===== src/pwpsc_pkg.sv =====
// ----------------------------------------------------------------------------
// Pilot window peak classifier package
// Shared types, widths and codes for the control-pilot peak classifier.
// ----------------------------------------------------------------------------
`default_nettype none

package pwpsc_pkg;

  // Field widths.
  localparam int unsigned CodeW      = 12;
  localparam int unsigned SlopeW     = 20;
  localparam int unsigned InterceptW = 31;
  localparam int unsigned ProdW      = CodeW + SlopeW;
  localparam int unsigned MvW        = 15;
  localparam int unsigned StateW     = 3;
  localparam int unsigned CfgIdxW    = 2;
  localparam int unsigned CfgDataW   = 32;

  // Pilot voltage in signed millivolts.
  typedef logic signed [MvW-1:0] mv_t;

  localparam mv_t MV_MIN = -15'sd16384;
  localparam mv_t MV_MAX = 15'sd16383;

  // Configuration register indexes.
  localparam logic [CfgIdxW-1:0] CFG_SLOPE     = 2'd0;
  localparam logic [CfgIdxW-1:0] CFG_INTERCEPT = 2'd1;

  // Pilot states.
  typedef enum logic [StateW-1:0] {
    PILOT_A = 3'd0,
    PILOT_B = 3'd1,
    PILOT_C = 3'd2,
    PILOT_D = 3'd3,
    PILOT_E = 3'd4,
    PILOT_F = 3'd5
  } pilot_e;

  // Sequencer states.
  typedef enum logic [1:0] {
    ST_IDLE  = 2'd0,
    ST_SHIFT = 2'd1,
    ST_SCAN  = 2'd2,
    ST_DONE  = 2'd3
  } fsm_e;

  // Strict band classification; a peak in a gap keeps the previous state.
  function automatic pilot_e classify(input mv_t p, input pilot_e prev);
    pilot_e res;
    res = prev;
    if (p > 15'sd10000) begin
      res = PILOT_A;
    end else if (p < 15'sd10000 && p > 15'sd8000) begin
      res = PILOT_B;
    end else if (p < 15'sd7000 && p > 15'sd5000) begin
      res = PILOT_C;
    end else if (p < 15'sd4000 && p > 15'sd2000) begin
      res = PILOT_D;
    end else if (p < 15'sd1000 && p > -15'sd1000) begin
      res = PILOT_E;
    end else if (p < -15'sd11000 && p > -15'sd13000) begin
      res = PILOT_F;
    end
    return res;
  endfunction

endpackage

`default_nettype wire


===== src/pwpsc_conv.sv =====
// ----------------------------------------------------------------------------
// Pilot code to millivolt converter
// Registers code * slope, then subtracts the offset, floors by 2^16 and
// saturates to the signed 15-bit millivolt range.
// ----------------------------------------------------------------------------
`default_nettype none

module pwpsc_conv
  import pwpsc_pkg::*;
(
  input  wire logic                  clk_i,
  input  wire logic                  rst_ni,
  input  wire logic                  load_i,
  input  wire logic [CodeW-1:0]      code_i,
  input  wire logic [SlopeW-1:0]     slope_i,
  input  wire logic [InterceptW-1:0] intercept_i,
  output mv_t                        mv_o
);

  logic [ProdW-1:0]          prod_q;
  logic [ProdW-1:0]          prod_d;
  logic signed [ProdW:0]     diff;
  logic signed [ProdW-16:0]  mv_wide;

  // Product register, loaded when a word is accepted.
  assign prod_d = ProdW'(code_i) * ProdW'(slope_i);

  always_ff @(posedge clk_i or negedge rst_ni) begin
    if (!rst_ni) begin
      prod_q <= '0;
    end else if (load_i) begin
      prod_q <= prod_d;
    end
  end

  // Offset removal; the upper bits of the difference are the floored quotient.
  assign diff    = $signed({1'b0, prod_q}) - $signed({2'b00, intercept_i});
  assign mv_wide = diff[ProdW:16];

  // Saturate to the stored millivolt range.
  always_comb begin
    if (mv_wide < $signed((ProdW-15)'(MV_MIN))) begin
      mv_o = MV_MIN;
    end else if (mv_wide > $signed((ProdW-15)'(MV_MAX))) begin
      mv_o = MV_MAX;
    end else begin
      mv_o = mv_wide[MvW-1:0];
    end
  end

endmodule

`default_nettype wire


===== src/pwpsc_cell.sv =====
// ----------------------------------------------------------------------------
// Window cell
// Holds one window entry, passes it to the next cell on a shift, and keeps
// a running maximum that moves one cell down the row each cycle.
// ----------------------------------------------------------------------------
`default_nettype none

module pwpsc_cell
  import pwpsc_pkg::*;
(
  input  wire logic clk_i,
  input  wire logic rst_ni,
  input  wire logic shift_i,
  input  wire mv_t  val_i,
  input  wire mv_t  max_i,
  output mv_t       val_o,
  output mv_t       max_o
);

  mv_t val_q;
  mv_t max_q;
  mv_t max_d;

  // Running maximum of this cell and everything upstream.
  assign max_d = (val_q > max_i) ? val_q : max_i;

  always_ff @(posedge clk_i or negedge rst_ni) begin
    if (!rst_ni) begin
      val_q <= '0;
      max_q <= '0;
    end else begin
      max_q <= max_d;
      if (shift_i) begin
        val_q <= val_i;
      end
    end
  end

  assign val_o = val_q;
  assign max_o = max_q;

endmodule

`default_nettype wire


===== src/pilot_window_peak_state_classifier.sv =====
// ----------------------------------------------------------------------------
// Pilot window peak state classifier
// Converts control-pilot ADC codes to millivolts, keeps a sliding window of
// WINDOW_LEN values, and classifies the window peak into pilot states A..F.
//
// Usage:
//   Input words arrive on s_axis (tdata[11:0] = sample_code). Each accepted
//   word yields exactly one result word on m_axis (peak_mv, pilot_state).
//   Coefficients are written on the cfg channel (index 0 slope_q16, index 1
//   intercept_q16), which is always ready; write only while the block idles.
//   One word is in flight at a time: after acceptance the product register
//   loads, the next cycle pushes the value into the cell row, then the
//   running maximum ripples down the row to the last cell. A new word is
//   taken only once the result is loaded; the result sits in an output
//   register, so the next word is accepted while the receiver stalls; only
//   the following result waits for it.
//   Reset clears the window to 0 mV, the state to A and loads the default
//   coefficients.
// ----------------------------------------------------------------------------
`default_nettype none

module pilot_window_peak_state_classifier
  import pwpsc_pkg::*;
#(
  parameter int unsigned WINDOW_LEN = 50
) (
  input  wire logic                clk_i,
  input  wire logic                rst_ni,
  // Input words: [11:0] sample_code, upper bits zero.
  input  wire logic                s_axis_tvalid,
  output logic                     s_axis_tready,
  input  wire logic [15:0]         s_axis_tdata,
  // Result words: [14:0] peak_mv, [17:15] pilot_state, upper bits zero.
  output logic                     m_axis_tvalid,
  input  wire logic                m_axis_tready,
  output logic [23:0]              m_axis_tdata,
  // Configuration writes.
  input  wire logic                cfg_valid_i,
  output logic                     cfg_ready_o,
  input  wire logic [CfgIdxW-1:0]  cfg_index_i,
  input  wire logic [CfgDataW-1:0] cfg_data_i
);

  localparam int unsigned CntW = (WINDOW_LEN > 1) ? $clog2(WINDOW_LEN) : 1;
  localparam logic [CntW-1:0] CntLast = CntW'(WINDOW_LEN - 1);

  fsm_e                  state_q;
  fsm_e                  state_d;
  logic [CntW-1:0]       cnt_q;
  logic [CntW-1:0]       cnt_d;
  logic [SlopeW-1:0]     slope_q;
  logic [InterceptW-1:0] intercept_q;
  pilot_e                pilot_q;
  pilot_e                pilot_d;
  mv_t                   peak_q;
  logic                  out_valid_q;
  logic                  in_accept;
  logic                  shift_en;
  logic                  out_load;
  mv_t                   conv_mv;
  mv_t                   val_w [WINDOW_LEN+1];
  mv_t                   max_w [WINDOW_LEN+1];

  assign in_accept = s_axis_tvalid && s_axis_tready;

  // Configuration registers.
  assign cfg_ready_o = 1'b1;

  always_ff @(posedge clk_i or negedge rst_ni) begin
    if (!rst_ni) begin
      slope_q     <= SlopeW'(406290);
      intercept_q <= InterceptW'(867169731);
    end else if (cfg_valid_i) begin
      unique case (cfg_index_i)
        CFG_SLOPE:     slope_q     <= cfg_data_i[SlopeW-1:0];
        CFG_INTERCEPT: intercept_q <= cfg_data_i[InterceptW-1:0];
        default: ;
      endcase
    end
  end

  // Converter.
  pwpsc_conv u_conv (
    .clk_i       (clk_i),
    .rst_ni      (rst_ni),
    .load_i      (in_accept),
    .code_i      (s_axis_tdata[CodeW-1:0]),
    .slope_i     (slope_q),
    .intercept_i (intercept_q),
    .mv_o        (conv_mv)
  );

  // Row of window cells.
  assign val_w[0] = conv_mv;
  assign max_w[0] = MV_MIN;

  for (genvar i = 0; i < WINDOW_LEN; i++) begin : g_cell
    pwpsc_cell u_cell (
      .clk_i   (clk_i),
      .rst_ni  (rst_ni),
      .shift_i (shift_en),
      .val_i   (val_w[i]),
      .max_i   (max_w[i]),
      .val_o   (val_w[i+1]),
      .max_o   (max_w[i+1])
    );
  end

  // Next-state logic.
  always_comb begin
    state_d = state_q;
    unique case (state_q)
      ST_IDLE:  if (in_accept) state_d = ST_SHIFT;
      ST_SHIFT: state_d = ST_SCAN;
      ST_SCAN:  if (cnt_q == CntLast) state_d = ST_DONE;
      ST_DONE:  if (out_load) state_d = ST_IDLE;
      default:  state_d = ST_IDLE;
    endcase
  end

  // Output decode.
  always_comb begin
    s_axis_tready = 1'b0;
    shift_en      = 1'b0;
    out_load      = 1'b0;
    cnt_d         = cnt_q;
    unique case (state_q)
      ST_IDLE:  s_axis_tready = 1'b1;
      ST_SHIFT: begin
        shift_en = 1'b1;
        cnt_d    = '0;
      end
      ST_SCAN:  cnt_d = cnt_q + 1'b1;
      ST_DONE:  out_load = !out_valid_q || m_axis_tready;
      default: ;
    endcase
  end

  always_ff @(posedge clk_i or negedge rst_ni) begin
    if (!rst_ni) begin
      state_q <= ST_IDLE;
      cnt_q   <= '0;
    end else begin
      state_q <= state_d;
      cnt_q   <= cnt_d;
    end
  end

  // Classification and output register.
  assign pilot_d = classify(max_w[WINDOW_LEN], pilot_q);

  always_ff @(posedge clk_i or negedge rst_ni) begin
    if (!rst_ni) begin
      pilot_q     <= PILOT_A;
      out_valid_q <= 1'b0;
    end else begin
      if (out_load) begin
        pilot_q     <= pilot_d;
        out_valid_q <= 1'b1;
      end else if (m_axis_tready) begin
        out_valid_q <= 1'b0;
      end
    end
  end

  always_ff @(posedge clk_i) begin
    if (out_load) begin
      peak_q <= max_w[WINDOW_LEN];
    end
  end

  assign m_axis_tvalid = out_valid_q;
  assign m_axis_tdata  = {6'b0, pilot_q, peak_q};

endmodule

`default_nettype wire


===== config.mk =====
export PLATFORM = sky130hd
export DESIGN_NAME = pilot_window_peak_state_classifier
export DESIGN_NICKNAME = d
export VERILOG_FILES = /design/src/pwpsc_pkg.sv /design/src/pwpsc_conv.sv /design/src/pwpsc_cell.sv /design/src/pilot_window_peak_state_classifier.sv
export SDC_FILE = /design/constraint.sdc
export NUM_CORES = 2
export LEC_CHECK = 0
export BUFFER_PORTS_ARGS = -buffer_cell sky130_fd_sc_hd__buf_2
export CAP_MARGIN = 10
export CORE_MARGIN = 2
export CORE_UTILIZATION = 64
export DETAILED_ROUTE_END_ITERATION = 16
export GPL_TIMING_DRIVEN = 0
export PLACE_DENSITY = 0.8
export SYNTH_ARGS = -nofsm -noshare
export SYNTH_HDL_FRONTEND = slang
export SYNTH_SLANG_ARGS = --single-unit

===== constraint.sdc =====
create_clock -name clk_i -period 7.15 [get_ports clk_i]
set_input_delay 0.715 -clock clk_i [delete_from_list [all_inputs] [get_ports clk_i]]
set_output_delay 0.715 -clock clk_i [all_outputs]
set_load 0.01 [all_outputs]

## Yosys cells after proc, flatten, opt, wreduce, memory -nomap -nowiden

Cells that the tools add are included.

| cells by class | value |
|---|---|
| $add $sub $neg | 2 |
| multiply operators | 1 |
| $lt $le $gt $ge | 63 |
| eq/ne operators | 8 |
| multiplexer cells | 68 |
| reductions and logical operators | 17 |

Operator list:

| kind | count |
|---|---|
| 2-to-1 mux 15 bit | 52 |
| > comparator 15 bit | 49 |
| > comparator 15 bit (second input constant) | 3 |
| subtractor 32 x 31 -> 33 bit | 1 |
| multiplier 12 x 20 -> 32 bit | 1 |
| > comparator 15 x 14 -> 1 bit (second input constant) | 2 |
| less-than comparator 15 bit (second input constant) | 2 |
| 2-to-1 mux 3 bit | 6 |
| > comparator 17 x 15 -> 1 bit (second input constant) | 1 |
| less-than comparator 17 x 15 -> 1 bit (second input constant) | 1 |
| > comparator 15 x 11 -> 1 bit (second input constant) | 1 |
| > comparator 15 x 12 -> 1 bit (second input constant) | 1 |
| less-than comparator 15 x 11 -> 1 bit (second input constant) | 1 |
| less-than comparator 15 x 13 -> 1 bit (second input constant) | 1 |
| less-than comparator 15 x 14 -> 1 bit (second input constant) | 1 |
| one-hot mux 6 bit (2 select lines) | 1 |
| one-hot mux 2 bit (4 select lines) | 1 |
| adder 6 x 1 -> 6 bit (second input constant) | 1 |
| equality test 6 bit (second input constant) | 1 |
| logical AND 1 bit | 6 |
| 2-to-1 mux 2 bit | 3 |
| inequality test 2 bit (second input constant) | 3 |
| AND reduction 2 bit | 3 |
| nonzero test 6 bit | 1 |
| other kinds (8) | 16 |

| word-level totals | value |
|---|---|
| bits in registers | 1610 |
| input port bits | 55 |

## Depth between registers and ports, before layout

| depth | value |
|---|---|
| depth in word-level cells | 8 |
| mapped depth | 23 |

## Cells and area by module

Synthesis repeated with hierarchy kept, for this count alone.

| second synthesis, totals | value |
|---|---|
| cells, all modules | 9763 |
| area total of the unflattened synthesis | 103505.5 um^2 |

Modules (own cells, without submodules):

| module | instances | cells each | area an instance (um^2) | seq. area each (um^2) |
|---|---|---|---|---|
| pwpsc_cell | 50 | 166 | 1796.7 | 750.7 |
| pwpsc_conv | 1 | 1188 | 10118.5 | 800.8 |
| pilot_window_peak_state_classifier | 1 | 275 | 3550.9 | 2062.0 |

## Worst setup path before layout

No wires, ideal clock.

| timing | value |
|---|---|
| kind | input -> register |
| start point | input s_axis_tdata[5] |
| end point | register u_conv.prod_q[31] |
| setup time | 0.133 ns |
| data arrival time | 5.785 ns |
| required time | 7.017 ns |
| setup slack | 1.231 ns |
| stages on the path | 21 |
| buffers on the path | 1 |
| cells stage by stage | clkbuf_1 nand2_1 fa_1 inv_1 fa_1 inv_1 fa_1 fa_1 fa_1 inv_1 ha_1 a21oi_1 o21ai_0 a31oi_1 o21ai_0 a21oi_1 o211ai_1 a311o_1 a21oi_1 xnor2_1 o21ai_0 |

| on the way | value |
|---|---|
| cells in the longest elaborated chain, start to end | 1 |

Ends and longest elaborated chain:

| what | RTL line | source |
|---|---|---|
| start, declared | pilot_window_peak_state_classifier.sv:32 | `input wire logic [15:0] s_axis_tdata,` |
| multiplier 12 x 20 -> 32 bit | pwpsc_conv.sv:26 | `assign prod_d = ProdW'(code_i) * ProdW'(slope_i);` |
| end signal, assigned | pwpsc_conv.sv:32 | `prod_q <= prod_d;` |
| end, declared | pwpsc_conv.sv:20 | `logic [ProdW-1:0] prod_q;` |

No other way between the ends.
A chain may end at the register's enable or synchronous reset.

## Worst setup path in the final report

| timing | value |
|---|---|
| start point | register slope_q[8] |
| end point | register u_conv.prod_q[31] |

| on the way | value |
|---|---|
| cells in the longest elaborated chain, start to end | 1 |

Ends and longest elaborated chain:

| what | RTL line | source |
|---|---|---|
| start, declared | pilot_window_peak_state_classifier.sv:51 | `logic [SlopeW-1:0] slope_q;` |
| start signal, assigned | pilot_window_peak_state_classifier.sv:71 | `slope_q <= SlopeW'(406290);` |
| start signal, assigned | pilot_window_peak_state_classifier.sv:75 | `CFG_SLOPE: slope_q <= cfg_data_i[SlopeW-1:0];` |
| multiplier 12 x 20 -> 32 bit | pwpsc_conv.sv:26 |  |

No other way between the ends.

==> impl_metrics.env <==
export IMPL_grt_max_degree=175
export IMPL_cpPeakStageDelay_ns=0.58
export IMPL_drtAntennaViolNets=0
export IMPL_fin_crit_ns=6.73
export IMPL_ys_seq_elements=1610
export IMPL_status="complete, no violations"
export IMPL_dp_hpwl_mm=137
export IMPL_start_util=0.644
export IMPL_finClkSkew_ns=0.0258
export IMPL_maxCapViolCount=0
export IMPL_yosysUniqueCellTypes=78
export IMPL_startpoint_type="flip-flop"
export IMPL_diodes=0
export IMPL_fin_setup_tns_ns=0
export IMPL_clockBufferDepth=3
export IMPL_drt_iter0_drc=3855
export IMPL_holdPathStages=2
export IMPL_r2r_end="u_conv.prod_q[31]$_DFFE_PN0P_"
export IMPL_rsz0062_at_grt="no"
export IMPL_grt_usage=0.270
export IMPL_synthArstFlopShare=0.991
export IMPL_synth_ff_type="dfrtp_1"
export IMPL_root_buffer="clkbuf_16"
export IMPL_cp_max_fo=10
export IMPL_cp_slowest_cell="dfstp_2"
export IMPL_max_slew_margin=0.279
export IMPL_tightestPinTransition_ns=1.08
export IMPL_io_pins=82
export IMPL_die_y_um=376
export IMPL_hp_class="input port to flip-flop"
export IMPL_critPathCaptureType="flip-flop"
export IMPL_grt_pass1_vias=61500
export IMPL_drt_vias_per_instance=5.84
export IMPL_drt_total_wl_mm=186
export IMPL_cts_max_level=4
export IMPL_critPathKind="flip-flop to flip-flop"
export IMPL_fill_cells=9454
export IMPL_crit_path_frequent_cell="fa_1"
export IMPL_rows=136
export IMPL_synth_edff_count=15
export IMPL_antenna_found_initial=0
export IMPL_synth_area_per_cell_sq_um=11.6
export IMPL_ys_warnings_count=0
export IMPL_setup_viol=0
export IMPL_use_met3=0.0370
export IMPL_drt_first_pass_iters=8
export IMPL_post_cts_buffers=0
export IMPL_drive_gt1_frac=0.216
export IMPL_vias=57300
export IMPL_whs_endpoint="intercept_q[23]$_DFFE_PN1P_"
export IMPL_seq_area_frac_synth=0.456
export IMPL_postCtsHoldBufs=1
export IMPL_wl_per_cell_um=18.9
export IMPL_clkTransAtPathRegs_ns=0.06
export IMPL_nets=8983
export IMPL_syn_area_sq_um=88600
export IMPL_critPathArrivalTime_ns=7.38
export IMPL_rr_worst_depth=21
export IMPL_met2_usage=0.475
export IMPL_globalRouteOverflowTotal=0
export IMPL_grt_pass1_wl_mm=312
export IMPL_slew_viol_final=0
export IMPL_gr_max_usage_layer="met2"
export IMPL_numCtsBuffers=168
export IMPL_min_period_over_period=0.941
export IMPL_die_area_sq_um=141000
export IMPL_worstPathRequired_ns=7.80
export IMPL_clkLatencyLatePin_ns=0.79
export IMPL_timing_hold_violations_final=0
export IMPL_max_freq_ghz=0.149
export IMPL_cts_resized=0
export IMPL_syn_to_final_growth_pct=9.34
export IMPL_drc_errors=0
export IMPL_path_cells="clkbuf_1 -> nand2_1 -> fa_1 -> fa_1 -> inv_1 -> fa_1 -> fa_1 -> inv_1 -> fa_1 -> inv_1 -> ha_1 -> a21oi_1 -> o21ai_0 -> a31oi_1 -> o21ai_0 -> a21oi_1 -> o211ai_1 -> a311o_1 -> a21oi_1 -> xnor2_1 -> o21ai_0"
export IMPL_clkSinkCount=1610
export IMPL_core_area_sq_um=137000
export IMPL_r2r_start="slope_q[8]$_DFFE_PN1P_"
export IMPL_reg2reg_slack_ns=0.42
export IMPL_netlist_instances=7664
export IMPL_use_met1=0.347
export IMPL_min_from="cfg_data_i[23]"
export IMPL_gp_congestion=0.924
export IMPL_die_x_um=376
export IMPL_cts_tree="done"
export IMPL_io_buffer_count=57
[how the worst max path moves through the flow]
| stage | startpoint | endpoint | slack (ns) | cells after the start |
|---|---|---|---|---|
| after global routing | slope_q[4]$_DFFE_PN1P_ | u_conv.prod_q[31]$_DFFE_PN0P_ | 0.07 | 21 |
| after detailed placement | s_axis_tdata[5] | u_conv.prod_q[31]$_DFFE_PN0P_ | 0.12 | 21 |
| after CTS | slope_q[8]$_DFFE_PN1P_ | u_conv.prod_q[31]$_DFFE_PN0P_ | 0.42 | 21 |
| after global placement | rst_ni | slope_q[14]$_DFFE_PN0P_ | -28.20 | 1 |
| after floorplan | s_axis_tdata[5] | u_conv.prod_q[31]$_DFFE_PN0P_ | 1.23 | 21 |
| final | slope_q[8]$_DFFE_PN1P_ | u_conv.prod_q[31]$_DFFE_PN0P_ | 0.42 | 21 |
[final cells by class]
class | instances | area [sq um] | area share
buffer | 292 | 1160 | 0.0119
clock buffer | 267 | 5110 | 0.0528
clock inverter | 25 | 309 | 0.00319
inverter | 1033 | 3880 | 0.0400
multi-input combinational | 4734 | 43200 | 0.446
sequential | 1610 | 40400 | 0.417
tap | 1794 | 2240 | 0.0232
timing repair buffer | 68 | 586 | 0.00605
[Yosys cell counts, types with 17 or more instances]
library cell     n  area share
dfrtp_1       1567        0.44
dfstp_2         28      0.0083
xor2_1          20      0.0020
a22o_1          42      0.0042
nand2b_1       100      0.0071
clkbuf_1       250       0.011
o22ai_1         22      0.0016
inv_1         1033       0.044
nor2_1         155      0.0066
nor3_1          34      0.0019
a221oi_1        17      0.0017
a21o_1         150       0.013
a21oi_1        177       0.010
o21ai_0        312       0.018
nand2_1        450       0.019
o21a_1         152       0.013
mux2_2        1325        0.17
ha_1           841        0.12
nand4_1        129      0.0091
nor2b_1        101      0.0071
a221o_1         44      0.0050
and2_1          78      0.0055
xnor2_1         23      0.0023
a32oi_1         43      0.0043
o211ai_1        20      0.0017
fa_1           180       0.041
and4_1          23      0.0023
nand3_1         78      0.0044
a21oi_2         19      0.0019
buf_1           18     0.00076
[layout by cell type (no fill, tap or decap), types with 16 or more instances in the layout]
cell and count:
nand3_1 78, o22ai_1 22, and2_1 78, o21a_1 152, dfrtp_1 1567, o21ai_0 312, nor2b_1 101, nor3_1 34
buf_1 18, inv_1 1033, nand2_1 450, a32oi_1 43, a21o_1 150, clkbuf_16 174, a22o_1 42, xor2_1 20
clkbuf_8 41, a211oi_1 16, dfstp_2 28, mux2_2 1325, a21oi_2 19, a21oi_1 177, nor2_1 155, fa_1 180
clkbuf_1 302, nand4_1 129, and4_1 23, buf_2 71, ha_1 841, xnor2_1 23, a221o_1 44, o211ai_1 20
a221oi_1 17, nand2b_1 100
[cells by family (layout without fill, tap and decap cells)]
kind of cell               count (synthesis)  in the layout  share of synthesized area
DFF                                     1610           1610                      0.456
muxes                                   1336           1336                      0.170
buffers and inverters                   1325           1685                     0.0568
and+or+nand+nor                         1204           1204                     0.0677
AOI/OAI and AO/OA                       1123           1123                     0.0860
adders and majority gates               1021           1021                      0.159
xor gates and xnor gates                  43             43                    0.00425
other                                      2              7                  0.0000848
[registers in the layout, summed over array words and instances (netlist names)]
name / flops
m_axis_tvalid: 1
slope_q: 20
pilot_q: 3
u_conv.prod_q: 32
g_cell.u_cell.val_o: 750
state_q: 2
intercept_q: 31
cnt_q: 6
peak_q: 15
g_cell.u_cell.max_o: 750
[stage by stage]
step / instance area [sq um] / util / std cells / setup WS [ns] / hold WS [ns]
floorplan: 88600 / - / 7669 / 1.23 / 0.417
global placement: 91100 / 0.663 / 9520 / -28.20 / 0.422
detailed placement: 91400 / 0.665 / 9530 / 0.119 / 0.431
CTS: 96900 / 0.704 / 9823 / 0.423 / 0.109
global route: 96900 / 0.704 / 9823 / 0.0721 / 0.136
finish: 96900 / 0.704 / 9823 / 0.419 / 0.161
[worst max-delay path, delay by kind of cell, from the launching register on]
kind	cells	cell delay (ns)
AOI/OAI and AO/OA	9	2.21
xor gates and xnor gates	1	0.13
DFF	1	0.58
adders and majority gates	6	2.90
and+or+nand+nor	1	0.14
buffers and inverters	4	0.60
[per-layer routing]
metal  vias up  wire, um  share of wire
met4         0      5190          0.028
li1      26900         -              -
met3       409      7420          0.040
met2      1244     93800           0.50
met1     28800     79300           0.43
met5         -         0              0
Power is left out: the tool's default activity adds up to more than one toggle a clock period on the data nets, which glitch-free logic cannot reach.
